--- src/rtl/core/lpd_pkg.sv ---
// Shared types and constants for the lidar packet deframer.
// Used by lpd_parser, lidar_packet_deframer and the testbench; no dependencies.
package lpd_pkg;

  // Header bytes and the zero-packet marker bit in the type byte
  localparam logic [7:0] HDR_SYNC0 = 8'hAA;
  localparam logic [7:0] HDR_SYNC1 = 8'h55;
  localparam logic [7:0] TYPE_ZERO_MASK = 8'h01;

  // Result kinds
  typedef enum logic [1:0] {
    KIND_SAMPLE  = 2'd0,
    KIND_COMMIT  = 2'd1,
    KIND_DROP    = 2'd2,
    KIND_SCAN    = 2'd3
  } kind_t;

  // One result item
  typedef struct packed {
    kind_t       kind;
    logic [15:0] distance;
    logic [7:0]  sample_index;
    logic [14:0] start_angle;
    logic [14:0] end_angle;
    logic [7:0]  packet_samples;
    logic        accepted;
    logic [11:0] point_count;
  } res_t;

endpackage

--- src/rtl/core/lpd_parser.sv ---
// Byte-wise packet parser: holds the framing state and forms at most one
// result per byte. Depends on lpd_pkg.
module lpd_parser #(
  parameter int MAX_POINTS = 2048
) (
  input  logic          clk,
  input  logic          rst,
  input  logic          step,
  input  logic [7:0]    data,
  output logic          emit,
  output lpd_pkg::res_t res
);

  // Scan count limit, clipped to what 12 bits hold
  localparam int LimInt = (MAX_POINTS > 4095) ? 4095 : MAX_POINTS;
  localparam logic [11:0] LIMIT = 12'(LimInt);

  typedef enum logic [3:0] {
    PH_IDLE, PH_HDR1, PH_HDR2, PH_TYPE, PH_CNT, PH_SA_LO, PH_SA_HI,
    PH_EA_LO, PH_EA_HI, PH_CK_LO, PH_CK_HI, PH_S_LO, PH_S_HI
  } phase_t;

  phase_t      phase, phase_next;
  logic [7:0]  declared, declared_next;
  logic [7:0]  received, received_next;
  logic [7:0]  low_hold, low_hold_next;
  logic [14:0] start_ang, start_ang_next;
  logic [14:0] end_ang, end_ang_next;
  logic        zero_pkt, zero_pkt_next;
  logic [11:0] points, points_next;
  logic [12:0] sum;

  assign sum = {1'b0, points} + {5'd0, received};

  always_comb begin
    phase_next     = phase;
    declared_next  = declared;
    received_next  = received;
    low_hold_next  = low_hold;
    start_ang_next = start_ang;
    end_ang_next   = end_ang;
    zero_pkt_next  = zero_pkt;
    points_next    = points;
    emit           = 1'b0;
    res            = '0;

    // Phase advance, packet close on the byte after the last sample
    case (phase)
      PH_HDR1:  phase_next = (data == lpd_pkg::HDR_SYNC1) ? PH_HDR2 : PH_IDLE;
      PH_HDR2:  phase_next = PH_TYPE;
      PH_TYPE:  phase_next = PH_CNT;
      PH_CNT:   phase_next = PH_SA_LO;
      PH_SA_LO: phase_next = PH_SA_HI;
      PH_SA_HI: phase_next = PH_EA_LO;
      PH_EA_LO: phase_next = PH_EA_HI;
      PH_EA_HI: phase_next = PH_CK_LO;
      PH_CK_LO: phase_next = PH_CK_HI;
      PH_CK_HI: begin
        phase_next    = PH_S_LO;
        received_next = '0;
      end
      PH_S_LO:  phase_next = PH_S_HI;
      PH_S_HI: begin
        if (received >= declared) begin
          emit               = 1'b1;
          res.start_angle    = start_ang;
          res.end_angle      = end_ang;
          res.packet_samples = received;
          if (data == lpd_pkg::HDR_SYNC0) begin
            phase_next = PH_HDR1;
            res.kind   = lpd_pkg::KIND_COMMIT;
            if (!zero_pkt && (received != 8'd0)) begin
              points_next  = (sum > {1'b0, LIMIT}) ? LIMIT : sum[11:0];
              res.accepted = 1'b1;
            end
          end else begin
            phase_next = PH_IDLE;
            res.kind   = lpd_pkg::KIND_DROP;
          end
        end else begin
          phase_next = PH_S_LO;
        end
      end
      default:  phase_next = (data == lpd_pkg::HDR_SYNC0) ? PH_HDR1 : PH_IDLE;
    endcase

    // Field capture for the phase this byte lands in
    case (phase_next)
      PH_TYPE: begin
        if ((data & lpd_pkg::TYPE_ZERO_MASK) != 8'd0) begin
          zero_pkt_next = 1'b1;
          if (points != 12'd0) begin
            emit            = 1'b1;
            res             = '0;
            res.kind        = lpd_pkg::KIND_SCAN;
            res.point_count = points;
          end
          points_next = '0;
        end else begin
          zero_pkt_next = 1'b0;
        end
      end
      PH_CNT:   declared_next = data;
      PH_SA_LO, PH_EA_LO, PH_S_LO: low_hold_next = data;
      PH_SA_HI: start_ang_next = {data, low_hold[7:1]};
      PH_EA_HI: end_ang_next = {data, low_hold[7:1]};
      PH_S_HI: begin
        emit             = 1'b1;
        res.kind         = lpd_pkg::KIND_SAMPLE;
        res.distance     = {data, low_hold};
        res.sample_index = received_next;
        res.start_angle  = start_ang;
        res.end_angle    = end_ang;
        received_next    = received_next + 8'd1;
      end
      PH_IDLE:  received_next = '0;
      default:  ;
    endcase
  end

  // Parser state
  always_ff @(posedge clk) begin
    if (rst) begin
      phase     <= PH_IDLE;
      declared  <= '0;
      received  <= '0;
      low_hold  <= '0;
      start_ang <= '0;
      end_ang   <= '0;
      zero_pkt  <= 1'b0;
      points    <= '0;
    end else if (step) begin
      phase     <= phase_next;
      declared  <= declared_next;
      received  <= received_next;
      low_hold  <= low_hold_next;
      start_ang <= start_ang_next;
      end_ang   <= end_ang_next;
      zero_pkt  <= zero_pkt_next;
      points    <= points_next;
    end
  end

endmodule

--- src/rtl/core/lidar_packet_deframer.sv ---
// Top level of the lidar packet deframer: input register, parser, result
// register. Depends on lpd_pkg and lpd_parser.
//
// Takes one received byte per transfer and reports samples, packet commit or
// drop, and scan completion. It sustains one byte per clock cycle unless the
// parser stalls; a byte whose result is produced has that result on the
// outputs after the input register and then the result register. The parser
// stalls only when it has a result to hand over and the result register is
// still full and not being taken. Bytes that produce no result never wait on
// the output.
module lidar_packet_deframer #(
  parameter int MAX_POINTS = 2048
) (
  input  logic        clk,
  input  logic        rst,
  input  logic        in_valid,
  output logic        in_ready,
  input  logic [7:0]  rx_byte,
  output logic        out_valid,
  input  logic        out_ready,
  output logic [1:0]  kind,
  output logic [15:0] distance,
  output logic [7:0]  sample_index,
  output logic [14:0] start_angle,
  output logic [14:0] end_angle,
  output logic [7:0]  packet_samples,
  output logic        accepted,
  output logic [11:0] point_count
);

  logic          s1_valid;
  logic [7:0]    s1_byte;
  logic          emit;
  logic          advance;
  logic          out_free;
  lpd_pkg::res_t res;
  lpd_pkg::res_t res_q;

  // Stage advances when its result, if any, has room
  assign out_free = !out_valid || out_ready;
  assign advance  = s1_valid && (out_free || !emit);
  assign in_ready = !s1_valid || advance;

  lpd_parser #(
    .MAX_POINTS(MAX_POINTS)
  ) u_parser (
    .clk  (clk),
    .rst  (rst),
    .step (advance),
    .data (s1_byte),
    .emit (emit),
    .res  (res)
  );

  // Input register
  always_ff @(posedge clk) begin
    if (rst) begin
      s1_valid <= 1'b0;
    end else if (in_ready) begin
      s1_valid <= in_valid;
    end
  end

  always_ff @(posedge clk) begin
    if (in_ready && in_valid) begin
      s1_byte <= rx_byte;
    end
  end

  // Result register
  always_ff @(posedge clk) begin
    if (rst) begin
      out_valid <= 1'b0;
    end else if (advance && emit) begin
      out_valid <= 1'b1;
    end else if (out_ready) begin
      out_valid <= 1'b0;
    end
  end

  always_ff @(posedge clk) begin
    if (advance && emit) begin
      res_q <= res;
    end
  end

  assign kind           = res_q.kind;
  assign distance       = res_q.distance;
  assign sample_index   = res_q.sample_index;
  assign start_angle    = res_q.start_angle;
  assign end_angle      = res_q.end_angle;
  assign packet_samples = res_q.packet_samples;
  assign accepted       = res_q.accepted;
  assign point_count    = res_q.point_count;

endmodule

--- config.mk ---
export PLATFORM = sky130hd
export DESIGN_NAME = lidar_packet_deframer
export DESIGN_NICKNAME = d
export VERILOG_FILES = /design/src/rtl/core/lpd_pkg.sv /design/src/rtl/core/lpd_parser.sv /design/src/rtl/core/lidar_packet_deframer.sv
export SDC_FILE = /design/constraint.sdc
export NUM_CORES = 1
export LEC_CHECK = 0
export ABC_AREA = 0
export BUFFER_PORTS_ARGS = -buffer_cell sky130_fd_sc_hd__buf_2
export CORE_ASPECT_RATIO = 1.1
export CORE_MARGIN = 4
export CORE_UTILIZATION = 35
export DETAILED_ROUTE_END_ITERATION = 7
export PLACE_DENSITY_LB_ADDON = 0.25
export SKIP_LAST_GASP = 1
export SLEW_MARGIN = 5
export SYNTH_ARGS = -nofsm -noshare
export SYNTH_HDL_FRONTEND = slang
export SYNTH_SLANG_ARGS = --single-unit
export TNS_END_PERCENT = 20
--- constraint.sdc ---
create_clock -name clk -period 5.2 [get_ports clk]
set_input_delay 0.26 -clock clk [delete_from_list [all_inputs] [get_ports clk]]
set_output_delay 0.26 -clock clk [all_outputs]
set_load 0.01 [all_outputs]
==> results by group, run 1 <==
Clock tree
  – Cts repair resizes: 0
  – Worst-skew pair later-pin latency: 420 ps
  – H-tree depth: 4
  – Clock tree buffer depth: 2
  – Clk sinks: 158
  – Cts bufs inserted: 17
  – Quantity of hold-fixing buffers added after cts: 1
  – Post-CTS Setup Bufs: 0
  – CTS tree: done
  – Clock root buffer master: clkbuf_16
  – Clk slew on worst S/H paths: 60 ps

Floorplan
  – Die W: 145 um
  – Core ar.: 20000 um^2
  – Die Y: 158 um
  – I/O Pins: 91
  – Initial Utilization: 36.0%
  – Die area: 22900 um^2
  – Site row count: 54

Detailed routing
  – Metal2 WL: 8590 um
  – Vias per std cell: 5.30
  – Post-route ant nets: 0
  – Met3 Wirelength: 946 um
  – Drt drc: 0
  – TritonRoute pass-1 iters: 5
  – Met1 wire length: 7660 um
  – Drt wl/cell: 17.5 um
  – Drt initial violations: 389
  – Vias: 5282
  – DR top layer: met4
  – WL final: 17400 um

Timing
  – Setup-failing EPs final: 0
  – Fin crit share: 64.8%
  – Min Tclk post-route: 3370 ps
  – Slew Limit Fails: 0
  – Crit path setup slack, layout: 1830 ps
  – Setup_tns: 0 ps
  – Max Freq: 297 MHz
  – Hold slack: 16.5 ps
  – RSZ-0062 raised after global routing: no
  – Rel. slew slack: 21.4%
  – Final hold viol count: 0
  – Worst slew pin tran: 1180 ps
  – Clk_skew: 14.2 ps

Worst setup path
  – CP endpoint kind: register
  – Crit-path cells: inv_1, ha_1, nand2b_1, a211oi_1, o21ai_0, buf_4, a211o_4, a211oi_4, mux2i_1, nor2_1
  – Slowest CP cell: a211oi_4
  – Reg2reg path depth: 10
  – Critical-path maximum fanout: 15
  – Reg-to-reg setup timing slack: 1830 ps
  – WS Path Type: reg -> reg
  – CP Launch Type: register
  – Worst path max stage delay: 920 ps
  – R2R Path End: u_parser.end_ang[0]
  – Worst path arrival time: 3630 ps
  – Reg-to-Reg Start: u_parser.received[0]
  – Critical Path RT: 5460 ps

Pwr
  – Combinational power share: 1.6%
  – Switching share of power: 20.9%
  – Maximum VDD drop: 0.216 mV
  – Clock share of power: 46.7%
  – LEAKAGE: 2.84 nW
  – Sequential power share: 51.7%
  – P_sw: 0.535 mW
  – Overall power: 2.56 mW
  – Int Power: 2.03 mW
  – Pwr dens: 305 nW/um^2

GRT
  – Total GRT Usage: 15.3%
  – Largest net degree at the start of global routing: 62
  – First-pass GRT wire length: 27500 um
  – Initial antenna violation count: 0
  – Vias in the first global route: 5142
  – GRT overflow: 0

Synth
  – Syn nets: 681
  – Post-synth EDFFs: 85
  – Synth Cell Area: 7200 um^2
  – Post-Syn Area per Cell: 11.1 um^2
  – #FFs+latches synth: 158
  – Yosys warning total: 0
  – Sequential element share of the synthesized area: 55.8%
  – Mapped Cells: 651
  – Number of distinct library cells after synthesis: 77
  – Main synth FF type: edfxtp_1
  – Async SR Flop Fraction: 0%

Min path
  – Hold path cells: 1
  – HP Class: in -> reg
  – Hold EP: s1_byte[7]
  – Min-delay src: rx_byte[7]

Placed design
  – Dpl cell area: 7820 um^2
  – Pre-CTS setup slack: 1890 ps
  – GP Congestion: 0.835
  – Placed Instances: 962
  – DP Wirelength: 12200 um
  – IO buf count: 90

Finish
  – Layout Cells excl Fill: 996
  – Most frequent cells in the layout: buf_2 (90), edfxtp_1 (85), dfxtp_1 (73)
  – Fin nets: 761
  – Commonest non-fill, non-tap cell in the layout: buf_2
  – Fill cells: 1905
  – Core Util, Final: 42.1%
  – Ant. Diodes: 0
  – Layout cell share with drive strength beyond 1: 19.5%
  – Area Growth Syn to Fin: 16.9%
  – Design area: 8410 um^2

Flow run
  – Max Cap Violations: 0

Run status
  – Status: completed
==> how the worst max path moves through the flow <==
| stage | startpoint | end | slack [ps] | depth (start not counted) |
|---|---|---|---|---|
| 2_1_floorplan | u_parser.received[0] | accepted | 700 | 10 |
| 3_3_place_gp | u_parser.received[0] | u_parser.end_ang[10] | 1990 | 10 |
| 3_5_place_dp | u_parser.received[0] | u_parser.end_ang[5] | 1890 | 10 |
| 4_1_cts | u_parser.received[0] | u_parser.end_ang[0] | 1860 | 10 |
| 5_1_grt | u_parser.received[0] | u_parser.end_ang[5] | 1640 | 10 |
| 6_report | u_parser.received[0] | u_parser.end_ang[0] | 1830 | 10 |
==> worst max-delay path, delay by kind of cell, from the launching register on <==
kind,cells,cell delay [ps]
fa+ha+maj,1,300
compound gates,4,1620
simple gates,2,200
flops,1,440
buf+inv,2,340
mux,1,300
==> synthesized netlist by cell type, types with 3 or more instances <==
| library cell | number | area (um^2) |
|---|---|---|
| nor3_1 | 7 | 35.0 |
| a31oi_1 | 5 | 31.3 |
| a22o_1 | 7 | 61.3 |
| xor2_1 | 3 | 26.3 |
| a21o_1 | 7 | 52.6 |
| o21a_1 | 3 | 22.5 |
| clkbuf_1 | 22 | 82.6 |
| and3_1 | 34 | 213 |
| nand4_1 | 3 | 18.8 |
| o21ai_1 | 7 | 35.0 |
| nor4bb_1 | 4 | 40.0 |
| o211ai_1 | 5 | 37.5 |
| nor3b_1 | 3 | 22.5 |
| buf_2 | 7 | 35.0 |
| edfxtp_1 | 85 | 2550 |
| inv_1 | 20 | 75.1 |
| o311ai_0 | 3 | 26.3 |
| nand2_1 | 24 | 90.1 |
| nand2b_1 | 4 | 25.0 |
| or2_2 | 3 | 18.8 |
| ha_1 | 17 | 213 |
| and2_1 | 45 | 282 |
| buf_6 | 4 | 45.0 |
| nor2_1 | 52 | 195 |
| a211o_1 | 3 | 26.3 |
| a211oi_1 | 7 | 52.6 |
| a21oi_1 | 44 | 220 |
| nand3_1 | 39 | 195 |
| nor2b_1 | 3 | 18.8 |
| o21ai_0 | 29 | 145 |
| mux2i_1 | 23 | 230 |
| dfxtp_1 | 73 | 1460 |
| o31ai_1 | 3 | 22.5 |
==> routing by layer <==
metal  track usage (%)  up-vias
li1                  -     2569
met1              19.5     2526
met2              25.8      168
met3              3.78       19
met4              4.53        0
met5                 0        -
==> flip-flops by register name, summed over array words and instances, names as in the netlist <==
signal              cells
out_valid               1
u_parser.phase          4
u_parser.received       8
packet_samples          8
u_parser.end_ang       15
u_parser.low_hold       8
u_parser.start_ang     15
s1_valid                1
sample_index            8
accepted                1
start_angle            15
kind                    2
u_parser.zero_pkt       1
u_parser.declared       8
s1_byte                 8
end_angle              15
point_count            12
u_parser.points        12
distance               16
==> power groups by stage <==
stage	Sequential, mW	Combinational (mW)	Clock (mW)
floorplan	1.34	0.0333	0
global placement	1.35	0.0397	0
detailed placement	1.35	0.0410	0
CTS	1.32	0.0418	1.22
global route	1.32	0.0459	1.28
finish	1.32	0.0423	1.20
==> layout make-up <==
cell class | instances | area, um^2 | area share, %
well taps | 252 | 315 | 3.75
flip-flops and latches | 158 | 4010 | 47.7
inverters | 22 | 82.6 | 0.982
repair buffers | 98 | 515 | 6.13
clock inverters | 13 | 135 | 1.61
clock buffers | 19 | 433 | 5.15
multi-input cells | 434 | 2920 | 34.7
==> logic make-up after synthesis <==
| family | count (synthesis) | share of synthesized area [%] |
|---|---|---|
| AOI/OAI and AO/OA | 151 | 15.0 |
| xor gates and xnor gates | 5 | 0.609 |
| adders and majority gates | 18 | 3.23 |
| buffers and inverters | 59 | 3.81 |
| DFF | 158 | 55.8 |
| muxes | 23 | 3.20 |
| and+or+nand+nor | 237 | 18.4 |
No activity file was read; power rests on OpenSTA's default activity.
==> inputs of run 2 (changes only) <==
==> constraint.sdc (replaced) <==
create_clock -name clk -period 3.3 [get_ports clk]
set_input_delay 0.165 -clock clk [delete_from_list [all_inputs] [get_ports clk]]
set_output_delay 0.165 -clock clk [all_outputs]
set_load 0.01 [all_outputs]
==> results by group, run 2 (synthesis gave the netlist of run 1 again) <==
Detailed routing
  – Drt drc: 0 (unchanged)
  – Drt initial violations: 460 (+18%)
  – Vias per std cell: 5.32 (+0.30%)
  – WL final: 17800 um (+1.9%)
  – DR top layer: met4
  – Met3 Wirelength: 829 um (-12%)
  – Vias: 5431 (+2.8%)
  – Drt wl/cell: 17.4 um (-0.55%)
  – Post-route ant nets: 0 (unchanged)
  – TritonRoute pass-1 iters: 8 (+3)
  – Met1 wire length: 8080 um (+5.5%)
  – Metal2 WL: 8510 um (-0.88%)

Pwr
  – Clock share of power: 48.3% (+1.6 points)
  – Int Power: 3.28 mW (+62%)
  – Sequential power share: 49.2% (-2.5 points)
  – Switching share of power: 22.0% (+1.1 points)
  – Maximum VDD drop: 0.289 mV (+34%)
  – P_sw: 0.924 mW (+73%)
  – LEAKAGE: 3.57 nW (+26%)
  – Pwr dens: 483 nW/um^2 (+58%)
  – Combinational power share: 2.5% (+0.9 points)

Clock tree
  – Cts bufs inserted: 17 (unchanged)
  – Cts repair resizes: 0 (unchanged)
  – Clock tree buffer depth: 2 (unchanged)
  – Post-CTS Setup Bufs: 0 (unchanged)
  – CTS tree: done
  – Clk sinks: 158 (unchanged)
  – Clock root buffer master: clkbuf_16
  – Clk slew on worst S/H paths: 70 ps (about the same)
  – H-tree depth: 4 (unchanged)
  – Quantity of hold-fixing buffers added after cts: 9 (+8)
  – Worst-skew pair later-pin latency: 430 ps (about the same)

GRT
  – Initial antenna violation count: 0 (unchanged)
  – Vias in the first global route: 5280 (+2.7%)
  – Largest net degree at the start of global routing: 60 (-3.2%)
  – First-pass GRT wire length: 28200 um (+2.8%)
  – Total GRT Usage: 15.8% (+0.46 points)
  – GRT overflow: 0 (unchanged)

Finish
  – Fill cells: 1871 (-1.8%)
  – Commonest non-fill, non-tap cell in the layout: buf_2
  – Layout cell share with drive strength beyond 1: 23.4% (+3.9 points)
  – Fin nets: 786 (+3.3%)
  – Max reg flops: 16 (unchanged)
  – Most frequent cells in the layout: buf_2 (90), edfxtp_1 (85), dfxtp_1 (69)
  – Core Util, Final: 43.6% (+1.5 points)
  – Ant. Diodes: 0 (unchanged)
  – Layout Cells excl Fill: 1021 (+2.5%)
  – Design area: 8720 um^2 (+3.7%)
  – Area Growth Syn to Fin: 21.2%

Placed design
  – DP Wirelength: 12600 um (+3.6%)
  – Dpl cell area: 8010 um^2 (+2.4%)
  – Placed Instances: 980 (+1.9%)
  – GP Congestion: 0.923 (+11%)
  – IO buf count: 90 (unchanged)

Worst setup path
  – Slowest CP cell: edfxtp_1
  – WS Path Type: reg -> reg
  – Reg-to-reg setup timing slack: 260 ps (-1570 ps)
  – Critical-path maximum fanout: 10 (-5)
  – CP Launch Type: register
  – Worst path arrival time: 3360 ps (-270 ps)
  – Reg-to-Reg Start: s1_byte[0]
  – Crit path from: s1_byte[0]
  – Reg2reg path depth: 8 (-2)
  – Critical Path RT: 3620 ps (-1840 ps)
  – Crit-path cells: nor4bb_1, nand2_1, a211oi_1, nand3_1, inv_1, nor2_1, o21a_1, a22o_1
  – CP endpoint kind: register
  – Worst path max stage delay: 600 ps (-320 ps)

Timing
  – Worst slew pin tran: 991 ps (-188 ps)
  – Slew Limit Fails: 0 (unchanged)
  – Clk_skew: 13.8 ps (-0.408 ps)
  – Setup-failing EPs final: 0 (unchanged)
  – Setup_tns: 0 ps (unchanged)
  – Hold slack: 137 ps (+121 ps)
  – Max Freq: 329 MHz (+11%)
  – Final hold viol count: 0 (unchanged)
  – Rel. slew slack: 33.7% (+12 points)
  – RSZ-0062 raised after global routing: no
  – Min Tclk post-route: 3040 ps (-330 ps)
  – Fin crit share: 92.1% (+27 points)

Floorplan
  – Core ar.: 20000 um^2 (unchanged)
  – Initial Utilization: 36.0% (unchanged)
  – Die W: 145 um (unchanged)
  – Site row count: 54 (unchanged)
  – Die Y: 158 um (unchanged)
  – I/O Pins: 91 (unchanged)
  – Die area: 22900 um^2 (unchanged)

Min path
  – Hold path cells: 4 (+3)
  – HP Class: in -> reg
  – Min-delay src: out_ready

Flow run
  – Max Cap Violations: 0 (unchanged)

Run status
  – Status: completed
run 2: cell types whose count changed in the layout (fill, tap and decap cells not counted), sizes merged:
| cell | previous run | this run |
|---|---|---|
| dlygate4sd3 | 2 | 9 |
| buf | 96 | 114 |
| clkinv | 6 | 5 |
| inv | 26 | 28 |
| clkbuf | 19 | 18 |
run 2: layout make-up:
cell class / count / area [um^2] / share of cell area (%)
flip-flops and latches: 158 / 4020 / 46.1
clock inverters: 14 / 170 / 1.95
well taps: 252 / 315 / 3.62
inverters: 22 / 82.6 / 0.947
multi-input cells: 434 / 2960 / 34.0
clock buffers: 18 / 450 / 5.17
repair buffers: 123 / 721 / 8.27
run 2: worst paths after layout:
kind,end
hold / removal,out_valid
setup / recovery,u_parser.points[1]
setup reg to reg,u_parser.points[1]
hold reg to reg,u_parser.low_hold[0]
run 2: power by group through the flow:
stage	Sequential (mW)	Combinational, mW	Clock, mW
2_1_floorplan	2.11	0.0530	0
3_3_place_gp	2.11	0.0964	0
3_5_place_dp	2.11	0.0969	0
4_1_cts	2.07	0.105	2.07
5_1_grt	2.07	0.113	2.16
6_report	2.07	0.106	2.03
run 2: layer usage:
| layer | track usage, % | vias to the layer above |
|---|---|---|
| met5 | 0 | - |
| met1 | 21.2 | 2609 |
| li1 | - | 2616 |
| met3 | 3.06 | 33 |
| met4 | 5.69 | 0 |
| met2 | 25.4 | 173 |
run 2: metrics by stage:
stage	worst slack [ps]	power [mW]
after global routing	117	4.34
after global placement	219	2.21
after CTS	221	4.24
after detailed placement	241	2.21
final	260	4.21
after floorplan	-67.0	2.17
run 2: worst max-delay path: cells and delay by family (launching register included):
kind / cells / cell delay [ps]
AND/OR/NAND/NOR: 4 / 1240
AO/OA/AOI/OAI: 3 / 880
flip-flops: 1 / 600
buffers and inverters: 1 / 210
